## config.mk

```make
export PLATFORM = sky130hd
export DESIGN_NAME = coefficient_compress_pack
export DESIGN_NICKNAME = d
export VERILOG_FILES = /design/src/hw/rtl/ccp_pkg.sv /design/src/hw/rtl/ccp_front.sv /design/src/hw/rtl/ccp_queue.sv /design/src/hw/rtl/ccp_back.sv /design/src/hw/rtl/coefficient_compress_pack.sv
export SDC_FILE = /design/constraint.sdc
export NUM_CORES = 1
export LEC_CHECK = 0
export ABC_CLOCK_PERIOD_IN_PS = 2960
export BUFFER_PORTS_ARGS = -buffer_cell sky130_fd_sc_hd__buf_2
export CAP_MARGIN = 20
export CORE_MARGIN = 5
export CORE_UTILIZATION = 56
export DETAILED_ROUTE_END_ITERATION = 8
export PLACE_DENSITY = 0.87
export SETUP_SLACK_MARGIN = 0.4
export SYNTH_ARGS = -nofsm -noshare
export SYNTH_HDL_FRONTEND = slang
export SYNTH_SLANG_ARGS = --single-unit
```

## constraint.sdc

```tcl
create_clock -name clk -period 2.96 [get_ports clk]
set_input_delay 0.148 -clock clk [delete_from_list [all_inputs] [get_ports clk]]
set_output_delay 0.148 -clock clk [all_outputs]
set_load 0.01 [all_outputs]
```

## src/hw/rtl/ccp_pkg.sv

```systemverilog
// shared types and constants for the coefficient compress-and-pack block
// no dependencies; imported by every module of the block
`default_nettype none

package ccp_pkg;

	localparam int COEF_W   = 14;
	localparam int MOD_W    = 13;
	localparam int MODE_W   = 2;
	localparam int ACC_W    = 20;
	localparam int PEND_W   = 5;
	localparam int CODE_W   = 13;
	localparam int WIDTH_W  = 4;
	localparam int NUM_W    = 27;
	localparam int QUO_W    = 12;
	localparam int STEP_W   = 5;
	localparam int QDEPTH   = 2;
	localparam int QPTR_W   = $clog2(QDEPTH);
	localparam int QCNT_W   = $clog2(QDEPTH + 1);

	localparam logic [MOD_W-1:0] MODULUS_RESET = 13'd6977;

	// configuration register indexes
	localparam logic REG_MODULUS   = 1'b0;
	localparam logic REG_CODE_MODE = 1'b1;

	// code_mode register values
	localparam logic [MODE_W-1:0] MODE_C5  = 2'd0;
	localparam logic [MODE_W-1:0] MODE_C12 = 2'd1;

	// job kinds after classification
	localparam logic [1:0] KIND_C5  = 2'd0;
	localparam logic [1:0] KIND_C12 = 2'd1;
	localparam logic [1:0] KIND_RAW = 2'd2;

	// code widths and division lengths per kind
	localparam logic [WIDTH_W-1:0] WIDTH_C5  = 4'd5;
	localparam logic [WIDTH_W-1:0] WIDTH_C12 = 4'd12;
	localparam logic [WIDTH_W-1:0] WIDTH_RAW = 4'd13;
	localparam logic [STEP_W-1:0]  STEPS_C5  = 5'd20;
	localparam logic [STEP_W-1:0]  STEPS_C12 = 5'd27;

	typedef struct packed {
		logic [MOD_W-1:0]  modulus;
		logic [MODE_W-1:0] code_mode;
	} cfg_t;

	typedef struct packed {
		logic [COEF_W-1:0] x;
		logic [1:0]        kind;
		logic              last;
	} job_t;

endpackage

`default_nettype wire

```

## src/hw/rtl/ccp_front.sv

```systemverilog
// front end: accepts coefficients, applies the negative correction, classifies by mode
// depends on ccp_pkg
`default_nettype none

module ccp_front
	import ccp_pkg::*;
(
	input  wire cfg_t              cfg,
	input  wire logic              in_valid,
	output logic                   in_stall,
	input  wire logic [COEF_W-1:0] coefficient,
	input  wire logic              final_coefficient,
	input  wire logic              q_full,
	output logic                   q_push,
	output job_t                   q_job
);

	logic [COEF_W-1:0] corrected;

	// wraps to 14 bits when the sum stays negative
	assign corrected = coefficient[COEF_W-1]
		? coefficient + {1'b0, cfg.modulus}
		: coefficient;

	always_comb begin
		q_job.x    = corrected;
		q_job.last = final_coefficient;
		unique case (cfg.code_mode)
			MODE_C5:  q_job.kind = KIND_C5;
			MODE_C12: q_job.kind = KIND_C12;
			default:  q_job.kind = KIND_RAW;
		endcase
	end

	assign in_stall = q_full;
	assign q_push   = in_valid && !q_full;

endmodule

`default_nettype wire

```

## src/hw/rtl/ccp_queue.sv

```systemverilog
// short job queue between the front end and the divide-and-pack back end
// depends on ccp_pkg
`default_nettype none

module ccp_queue
	import ccp_pkg::*;
(
	input  wire logic clk,
	input  wire logic arst_n,
	input  wire logic push,
	input  wire job_t push_job,
	output logic      full,
	input  wire logic pop,
	output logic      empty,
	output job_t      head
);

	job_t              mem [QDEPTH];
	logic [QPTR_W-1:0] wr_ptr_q;
	logic [QPTR_W-1:0] rd_ptr_q;
	logic [QCNT_W-1:0] cnt_q;
	logic              do_push;
	logic              do_pop;

	assign full    = (cnt_q == QCNT_W'(QDEPTH));
	assign empty   = (cnt_q == '0);
	assign do_push = push && !full;
	assign do_pop  = pop && !empty;
	assign head    = mem[rd_ptr_q];

	always_ff @(posedge clk) begin
		if (do_push) begin
			mem[wr_ptr_q] <= push_job;
		end
	end

	always_ff @(posedge clk or negedge arst_n) begin
		if (!arst_n) begin
			wr_ptr_q <= '0;
			rd_ptr_q <= '0;
			cnt_q    <= '0;
		end else begin
			if (do_push) begin
				wr_ptr_q <= wr_ptr_q + 1'b1;
			end
			if (do_pop) begin
				rd_ptr_q <= rd_ptr_q + 1'b1;
			end
			unique case ({do_push, do_pop})
				2'b10:   cnt_q <= cnt_q + 1'b1;
				2'b01:   cnt_q <= cnt_q - 1'b1;
				default: cnt_q <= cnt_q;
			endcase
		end
	end

endmodule

`default_nettype wire

```

## src/hw/rtl/ccp_back.sv

```systemverilog
// back end: bit-serial rounding division, bit accumulator and byte output register
// depends on ccp_pkg
`default_nettype none

module ccp_back
	import ccp_pkg::*;
(
	input  wire logic clk,
	input  wire logic arst_n,
	input  wire cfg_t cfg,
	input  wire logic q_empty,
	input  wire job_t q_head,
	output logic      q_pop,
	output logic      out_valid,
	input  wire logic out_stall,
	output logic [7:0] packed_byte,
	output logic      end_of_stream
);

	localparam logic [1:0] S_IDLE  = 2'd0;
	localparam logic [1:0] S_DIV   = 2'd1;
	localparam logic [1:0] S_MERGE = 2'd2;
	localparam logic [1:0] S_EMIT  = 2'd3;

	logic [1:0]         state_q;
	logic [1:0]         kind_q;
	logic               last_q;
	logic [NUM_W-1:0]   num_q;
	logic [MOD_W-1:0]   rem_q;
	logic [QUO_W-1:0]   quo_q;
	logic [STEP_W-1:0]  step_q;
	logic [CODE_W-1:0]  code_q;
	logic [WIDTH_W-1:0] width_q;
	logic [ACC_W-1:0]   acc_q;
	logic [PEND_W-1:0]  pend_q;
	logic               out_valid_q;
	logic [7:0]         byte_q;
	logic               eos_q;

	logic [19:0]        num_c5;
	logic [NUM_W-1:0]   num_c12;
	logic [MOD_W:0]     rem_shift;
	logic               rem_ge;
	logic [QUO_W-1:0]   quo_next;
	logic               out_free;
	logic               full_byte;
	logic               out_load;
	logic               out_load_eos;

	assign num_c5  = {1'b0, q_head.x, 5'b0} + 20'(cfg.modulus[MOD_W-1:1]);
	assign num_c12 = {1'b0, q_head.x, 12'b0} + NUM_W'(cfg.modulus[MOD_W-1:1]);

	// one restoring step: bring down the next numerator bit
	assign rem_shift = {rem_q, num_q[NUM_W-1]};
	assign rem_ge    = (rem_shift >= {1'b0, cfg.modulus});
	assign quo_next  = {quo_q[QUO_W-2:0], rem_ge};

	assign out_free     = !out_valid_q || !out_stall;
	assign full_byte    = (pend_q >= PEND_W'(8));
	assign out_load     = (state_q == S_EMIT) && out_free
		&& (full_byte || (last_q && pend_q != '0));
	assign out_load_eos = last_q && (pend_q <= PEND_W'(8));

	assign q_pop = (state_q == S_IDLE) && !q_empty;

	always_ff @(posedge clk) begin
		if (q_pop) begin
			kind_q  <= q_head.kind;
			last_q  <= q_head.last;
			num_q   <= (q_head.kind == KIND_C5) ? {num_c5, 7'b0} : num_c12;
			rem_q   <= '0;
			quo_q   <= '0;
			step_q  <= (q_head.kind == KIND_C5) ? STEPS_C5 : STEPS_C12;
			code_q  <= q_head.x[CODE_W-1:0];
			unique case (q_head.kind)
				KIND_C5:  width_q <= WIDTH_C5;
				KIND_C12: width_q <= WIDTH_C12;
				default:  width_q <= WIDTH_RAW;
			endcase
		end else if (state_q == S_DIV) begin
			num_q  <= {num_q[NUM_W-2:0], 1'b0};
			rem_q  <= rem_ge ? MOD_W'(rem_shift - {1'b0, cfg.modulus})
				: rem_shift[MOD_W-1:0];
			quo_q  <= quo_next;
			step_q <= step_q - 1'b1;
			if (kind_q == KIND_C5) begin
				code_q <= CODE_W'(quo_next[4:0]);
			end else begin
				code_q <= CODE_W'(quo_next);
			end
		end
		if (out_load) begin
			byte_q <= acc_q[7:0];
			eos_q  <= out_load_eos;
		end
	end

	always_ff @(posedge clk or negedge arst_n) begin
		if (!arst_n) begin
			state_q     <= S_IDLE;
			acc_q       <= '0;
			pend_q      <= '0;
			out_valid_q <= 1'b0;
		end else begin
			if (out_load) begin
				out_valid_q <= 1'b1;
			end else if (!out_stall) begin
				out_valid_q <= 1'b0;
			end
			unique case (state_q)
				S_IDLE: begin
					if (q_pop) begin
						state_q <= (q_head.kind == KIND_RAW) ? S_MERGE : S_DIV;
					end
				end
				S_DIV: begin
					if (step_q == STEP_W'(1)) begin
						state_q <= S_MERGE;
					end
				end
				S_MERGE: begin
					acc_q   <= acc_q | (ACC_W'(code_q) << pend_q[2:0]);
					pend_q  <= pend_q + PEND_W'(width_q);
					state_q <= S_EMIT;
				end
				default: begin
					priority if (full_byte) begin
						if (out_free) begin
							acc_q  <= acc_q >> 8;
							pend_q <= pend_q - PEND_W'(8);
						end
					end else if (last_q) begin
						// flush the partial byte, then empty the accumulator
						if (out_free || pend_q == '0) begin
							acc_q   <= '0;
							pend_q  <= '0;
							state_q <= S_IDLE;
						end
					end else begin
						state_q <= S_IDLE;
					end
				end
			endcase
		end
	end

	assign out_valid     = out_valid_q;
	assign packed_byte   = byte_q;
	assign end_of_stream = eos_q;

	a_idle_pending: assert property (@(posedge clk) disable iff (!arst_n)
		(state_q == S_IDLE) |-> (pend_q < PEND_W'(8)))
		else $error("pending bits not below a byte between items");

	a_pending_bound: assert property (@(posedge clk) disable iff (!arst_n)
		pend_q <= PEND_W'(ACC_W))
		else $error("pending bits exceed accumulator");

	a_eos_empties: assert property (@(posedge clk) disable iff (!arst_n)
		(out_load && out_load_eos) |=> (pend_q == '0))
		else $error("accumulator not empty after end of stream byte");

	a_pop_from_idle: assert property (@(posedge clk) disable iff (!arst_n)
		q_pop |=> (state_q == S_DIV || state_q == S_MERGE))
		else $error("job popped without starting work");

endmodule

`default_nettype wire

```

## src/hw/rtl/coefficient_compress_pack.sv

```systemverilog
// top level of the coefficient compress-and-pack block: config registers and wiring
// depends on ccp_pkg, ccp_front, ccp_queue, ccp_back
`default_nettype none

// Takes one signed coefficient per item, adds the modulus when it is negative,
// then compresses it to 5 or 12 bits as round(x*2^d/q) mod 2^d or keeps 13 raw
// bits, and streams the codes out as bytes, least significant bit first. The
// item marked final flushes a zero-padded partial byte and tags the last byte
// with end_of_stream. The rounding division runs bit-serially, one numerator
// bit per cycle, over 20 numerator bits for a 5-bit item and 27 for a 12-bit
// item, while a raw item skips the division; the back end then sends each full
// byte, holding while the output is stalled, and the flush of a partial byte
// shares its cycle with the return to idle. A two-entry queue lets the
// input run ahead of the divider by two items. modulus and code_mode may only
// be written while the block holds no unfinished item.
module coefficient_compress_pack
	import ccp_pkg::*;
(
	input  wire logic              clk,
	input  wire logic              arst_n,
	input  wire logic              cfg_we,
	input  wire logic              cfg_index,
	input  wire logic [MOD_W-1:0]  cfg_data,
	input  wire logic              in_valid,
	output logic                   in_stall,
	input  wire logic [COEF_W-1:0] coefficient,
	input  wire logic              final_coefficient,
	output logic                   out_valid,
	input  wire logic              out_stall,
	output logic [7:0]             packed_byte,
	output logic                   end_of_stream
);

	cfg_t cfg_q;
	logic q_push;
	logic q_full;
	logic q_pop;
	logic q_empty;
	job_t push_job;
	job_t head_job;

	always_ff @(posedge clk or negedge arst_n) begin
		if (!arst_n) begin
			cfg_q.modulus   <= MODULUS_RESET;
			cfg_q.code_mode <= MODE_C5;
		end else if (cfg_we) begin
			unique case (cfg_index)
				REG_MODULUS:   cfg_q.modulus   <= cfg_data;
				REG_CODE_MODE: cfg_q.code_mode <= cfg_data[MODE_W-1:0];
				default:       cfg_q           <= cfg_q;
			endcase
		end
	end

	ccp_front u_front (
		.cfg               (cfg_q),
		.in_valid          (in_valid),
		.in_stall          (in_stall),
		.coefficient       (coefficient),
		.final_coefficient (final_coefficient),
		.q_full            (q_full),
		.q_push            (q_push),
		.q_job             (push_job)
	);

	ccp_queue u_queue (
		.clk      (clk),
		.arst_n   (arst_n),
		.push     (q_push),
		.push_job (push_job),
		.full     (q_full),
		.pop      (q_pop),
		.empty    (q_empty),
		.head     (head_job)
	);

	ccp_back u_back (
		.clk           (clk),
		.arst_n        (arst_n),
		.cfg           (cfg_q),
		.q_empty       (q_empty),
		.q_head        (head_job),
		.q_pop         (q_pop),
		.out_valid     (out_valid),
		.out_stall     (out_stall),
		.packed_byte   (packed_byte),
		.end_of_stream (end_of_stream)
	);

endmodule

`default_nettype wire

```

Yosys cells after proc, flatten, opt, wreduce, memory -nomap -nowiden
Memories as Yosys holds them, arrays and structs flattened.
Cells that the tools add are included.
{"block": "totals", "out_inout_bits": 11, "register_bits": 132, "ramBits": 34, "input_bits": 34, "memories": 1}
{"memory": "u_queue.mem", "depth": 2, "word_bits": 17, "rd": 1, "rd_ports_with_merged_regs": 0, "wr": 1, "line_no": "ccp_queue.sv:18", "text": "job_t mem [QDEPTH];"}
{"block": "classes", "n_shift": 1, "mux": 35, "reduce_logical": 31, "addsub": 11, "n_bitwise": 3, "order_cmp": 3, "eq_ne": 16}
{"operator": "$mux 27", "n": 3}
{"operator": "$mux 20", "n": 4}
{"operator": "$pmux 20 s2", "n": 1}
{"operator": "$mux 13", "n": 3}
{"operator": "$mux 5", "n": 6}
{"operator": "$add 26x12->27", "n": 1}
{"operator": "$add 19x12->20", "n": 1}
{"operator": "$or 20x20->20", "n": 1}
{"operator": "$shl 13x3->20", "n": 1}
{"operator": "$add 14x13->14", "n": 1}
{"operator": "$ge 14x13->1", "n": 1}
{"operator": "$mux 14", "n": 1}
{"operator": "$sub 13x13->13", "n": 1}
{"operator": "$mux 12", "n": 1}
{"operator": "$mux 2", "n": 6}
{"operator": "$eq 2x2->1 const B", "n": 5}
{"operator": "$logic_not 2->1", "n": 5}
{"operator": "$pmux 5 s2", "n": 1}
{"operator": "$eq 2x1->1 const B", "n": 4}
{"operator": "$logic_and 1x1->1", "n": 8}
{"operator": "$pmux 2 s2", "n": 2}
{"operator": "$pmux 4 s2", "n": 1}
{"operator": "$reduce_and 4->1", "n": 2}
{"operator": "$pmux 2 s3", "n": 1}
{"operator": "25 further kinds", "n": 39}

Longest topological paths before layout
{"block": "logic_depth", "word_depth": 7, "mapped_depth": 12}

Cells and area by module
Synthesis repeated with hierarchy kept, for this count alone.
{"block": "hier_totals", "cells_unflattened": 866, "area_unflattened_um2": 9138.8}
{"mod": "ccp_back", "n_inst": 1, "area_each_um2": 6197.2, "cells_each": 649}
{"mod": "ccp_queue", "n_inst": 1, "area_each_um2": 1473.9, "cells_each": 71}
{"mod": "ccp_front", "n_inst": 1, "area_each_um2": 840.8, "cells_each": 113}
{"mod": "coefficient_compress_pack", "n_inst": 1, "area_each_um2": 626.9, "cells_each": 33}

Worst setup path before layout
OpenSTA, ideal clock, no wires.
{"block": "synth_timing", "kind": "register to register", "start": "register u_queue.rd_ptr_q", "end": "register u_back.num_q[18], data pin", "path_stages_with_launch": 12, "period_less_slack_ns": 2.888, "arrival_time_ns": 2.621, "n_path_buf": 2, "setup_slack_ns": 0.072, "cell_sequence": "dfrtp_1 buf_6 buf_2 mux2_2 ha_1 nor2b_1 o21a_1 o21a_1 o21a_1 or3_1 a31oi_1 o21ai_0"}
{"block": "synth_between", "elab_chain_cells": 4}
{"item": "start, declared", "line_no": "ccp_queue.sv:20", "text": "logic [QPTR_W-1:0] rd_ptr_q;"}
{"item": "start signal, assigned", "line_no": "ccp_queue.sv:47", "text": "rd_ptr_q <= rd_ptr_q + 1'b1;"}
{"item": "$mem_v2 2x17 *"}
{"item": "$add 26x12->27 (tied with other cells)", "line_no": "ccp_back.sv:51", "text": "assign num_c12 = {1'b0, q_head.x, 12'b0} + NUM_W'(cfg.modulus[MOD_W-1:1]);"}
{"item": "$mux 27 *", "line_no": "ccp_back.sv:70", "text": "num_q <= (q_head.kind == KIND_C5) ? {num_c5, 7'b0} : num_c12;"}
{"item": "$mux 27 *", "line_no": "ccp_back.sv:67", "text": "if (q_pop) begin"}
{"item": "end signal, assigned", "line_no": "ccp_back.sv:70"}
{"item": "end signal, assigned", "line_no": "ccp_back.sv:81", "text": "num_q <= {num_q[NUM_W-2:0], 1'b0};"}
{"item": "end, declared", "line_no": "ccp_back.sv:28", "text": "logic [NUM_W-1:0] num_q;"}
Every way passes the cells marked *; elsewhere a longest branch is shown, timed or not.
A chain may end at the register's enable or synchronous reset.

Worst setup path in the final report
Ends and elaborated chain as after synthesis.

==> results_dict.tcl <==
set metrics [dict create \
    syn_area_per_cell_sq_um 10.06 \
    synth-simple-area-share 0.1400 \
    gp_congestion 0.9167 \
    clk_latency_ns 0.43 \
    fin_worst_skew_ns 0.01492 \
    cts_tree "done" \
    slew_headroom 0.4790 \
    period_share 0.9186 \
    synth_top_flop_cell "edfxtp_1" \
    crit_chain "buf_6 -> mux2_4 -> ha_4 -> nor2b_4 -> o21a_1 -> o21a_1 -> o21a_1 -> or3_1 -> a31oi_1 -> o21ai_1" \
    synth.area.top_cells "edfxtp_1 (31%), dfrtp_1 (11%), ha_1 (6.1%)" \
    portBuffers 44 \
    drc 0 \
    hold_viol 0 \
    mostFrequentLayoutCells "nand2_1 (119), edfxtp_1 (93), nor2_1 (84), o21ai_0 (78), a21oi_1 (62)" \
    synth_seq_cells 164 \
    synth-compound-area-share 0.1573 \
    layout_setup_ws_ns 0.2410 \
    final_core_util 0.6677 \
    synth_edf_count 93 \
    final_common_cell "nand2_1" \
    wire_per_inst_um 17.94 \
    dpl.hpwl_um 13880 \
    synthDominantCellAreaShare 0.3079 \
    arrival_ns 2.88 \
    clockRootBuffer "clkbuf_16" \
    detail_route.iter0.violations 771 \
    worst-path-max-fanout 7 \
    async_reset_ff_frac 0.2866 \
    grt_overflow 0 \
    crit_type "flop to flop" \
    grt_max_degree 74 \
    sw_frac_of_total 0.4189 \
    clockBufferDepth 2 \
    diodes 0 \
    grt_pass1_vias 6806 \
    min_period_ns 2.719 \
    power_density_mw_per_mm2 1162 \
    crit_top_cell "o21a_1" \
    p_clk_frac 0.168 \
    outcome "complete, no violations" \
    synth_top_family_by_area "compound AO/OA/AOI/OAI gates" \
    p_sw_w 0.005161 \
    grt_pass1_wl_um 33360 \
    crit_path_start_kind "flop" \
    tightest_slew_ns 0.7815 \
    slowest_delay_ns 0.46 \
    crit_required_ns 3.12 \
    dieHeight_um 137.3 \
    postSynthCellCount 902 \
    slew_viol_final 0 \
    syn2layout_area_growth_pct 16.94 \
    combPwrFrac 0.494 \
    synth_fa_ha_area_frac 0.06732 \
    synth_xor_area_frac 0.03187 \
    p_int_w 0.007160 \
    dieArea_sq_mm 0.01884 \
    start_util 0.5710 \
    placementRows 46 \
    ant_nets 0 \
    coreArea_sq_mm 0.01589 \
    yosysSeqAreaShare 0.4914 \
    end_kind "flop" \
    antenna_found_initial 0 \
    synth_top_cell_by_area "edfxtp_1" \
    dpl_cell_area_sq_mm 0.009514 \
    critPathSlowestCell "dfrtp_2" \
    rsz0062_at_grt "yes" \
    ioPinCount 45 \
    yosysWarnings 0 \
    whs_ns 0.03593 \
    pre_cts_slack_ns 0.2766 \
    cap_violations 0 \
    cts_buffers 17 \
    setup_viol 0 \
    wl_um 21660 \
    setup-tns-final_ns 0 \
    synth.cell_area_sq_mm 0.009070 \
    clkTransAtPathRegs_ns 0.06 \
    min_path_type "input pin to flop" \
    design_area_sq_mm 0.01061 \
    die_w_um 137.3 \
    syn_nets 983 \
    synth_cell_types 72 \
    drive_gt1_frac 0.2038 \
    via_count 7277 \
    drt-pass1-iter-count 7 \
    irDropWorstVdd_mv 0.5882 \
    grt_util_all_layers 0.2254 \
    vias_per_cell 6.029 \
    p_leak_nw 4.318 \
    timing.fmax_mhz 367.8 \
    cts.sinks 164 \
    final_net_count 1059 \
    seq_power_share 0.338 \
    ctsHtreeMaxLevel 4 \
    synth_mux_area_frac 0.07436 \
]
logic make-up (layout without fill, tap and decap cells):
group | Yosys count | in the layout
compound gates | 234 | 234
flops | 164 | 164
buf+inv | 82 | 170
xor+xnor | 33 | 33
simple gates | 278 | 279
fa+ha+maj | 47 | 47
mux | 64 | 64
power by group through the flow:
stage               registers [W]  logic (W)  clock network [W]
floorplan                 0.00398    0.00431                  0
global placement          0.00411    0.00515                  0
detailed placement        0.00416    0.00536                  0
CTS                       0.00413    0.00554            0.00208
global route              0.00424    0.00669            0.00220
finish                    0.00416    0.00609            0.00207
synth_stat cells (all sizes together) (7+ instances only):
master,count
o21ai,87
buf,16
inv,38
ha,44
nor2b,14
mux2,27
nand2,119
xor2,10
nor2,87
clkbuf,28
a31oi,19
edfxtp,93
xnor2,23
dfxtp,24
nand3,10
dfrtp,41
o21a,7
a21oi,65
nor3,12
o31ai,9
mux2i,37
critical path, delay by kind of cell, from the launching register on:
family                   cells  cell delay, ns
flip-flops                   1            0.46
AO/OA/AOI/OAI                5            0.86
adder cells (fa/ha/maj)      1            0.22
buffers and inverters        1            0.16
AND/OR/NAND/NOR              2            0.43
multiplexers                 1            0.31
worst paths after layout:
| kind | slack, ns | cells after the start | from | endpoint |
|---|---|---|---|---|
| min | 0.04 | 3 | in_valid | u_queue.wr_ptr_q$_DFFE_PN0P_ |
| max | 0.24 | 10 | u_queue.rd_ptr_q$_DFFE_PN0P_ | u_back.num_q[18]$_DFFE_PP_ |
| max reg2reg | 0.24 | 10 | u_queue.rd_ptr_q$_DFFE_PN0P_ | u_back.num_q[18]$_DFFE_PP_ |
| min reg2reg | 0.45 | 0 | u_back.acc_q[0]$_DFFE_PN0P_ | u_back.packed_byte[0]$_DFFE_PP_ |
| max in group asynchronous | 1.94 | 3 | arst_n | cfg_q[13]$_DFFE_PN1P_ |
| min in group asynchronous | 0.21 | 2 | arst_n | u_back.out_valid$_DFFE_PN0P_ |
through the flow:
stage	instances	total power, W
after floorplan	902	0.008284
final	1207	0.01232
after global routing	1207	0.01313
after global placement	1134	0.009265
after CTS	1190	0.01175
after detailed placement	1134	0.009515
final cells by class:
type	count	area [sq um]
inverters	38	142.6
flip-flops and latches	164	4461
well taps	216	270.3
repair buffers	100	688.2
fillers	1135	5279
multi-input cells	657	4493
clock buffers	19	454.2
clock inverters	13	97.59
registers in the layout, summed over array words and instances, names as in the netlist, 8 cells and up:
| name | cells |
|---|---|
| u_back.rem_q | 13 |
| u_back.num_q | 27 |
| u_back.quo_q | 11 |
| cfg_q | 15 |
| u_back.acc_q | 20 |
| u_back.code_q | 13 |
| u_back.packed_byte | 8 |
| u_queue.mem | 34 |
metal layers:
metal / wire length, um / track usage / share of wire / vias up
met4: 711 / 0.09091 / 0.033 / 0
met3: 1688 / 0.04383 / 0.078 / 72
li1: - / - / - / 3401
met2: 10620 / 0.3801 / 0.49 / 399
met1: 8632 / 0.2860 / 0.40 / 3405
met5: 0 / 0 / 0 / -
repair_timing:
action,in CTS,in global routing
pin swaps,4,11
endpoints found under the setup margin,21,27
resized for setup,9,39
endpoints found under the hold margin,38,0
gates cloned,0,2
buffers inserted,8,15
hold buffers,16,0
(Power assumes the default switching activity.)
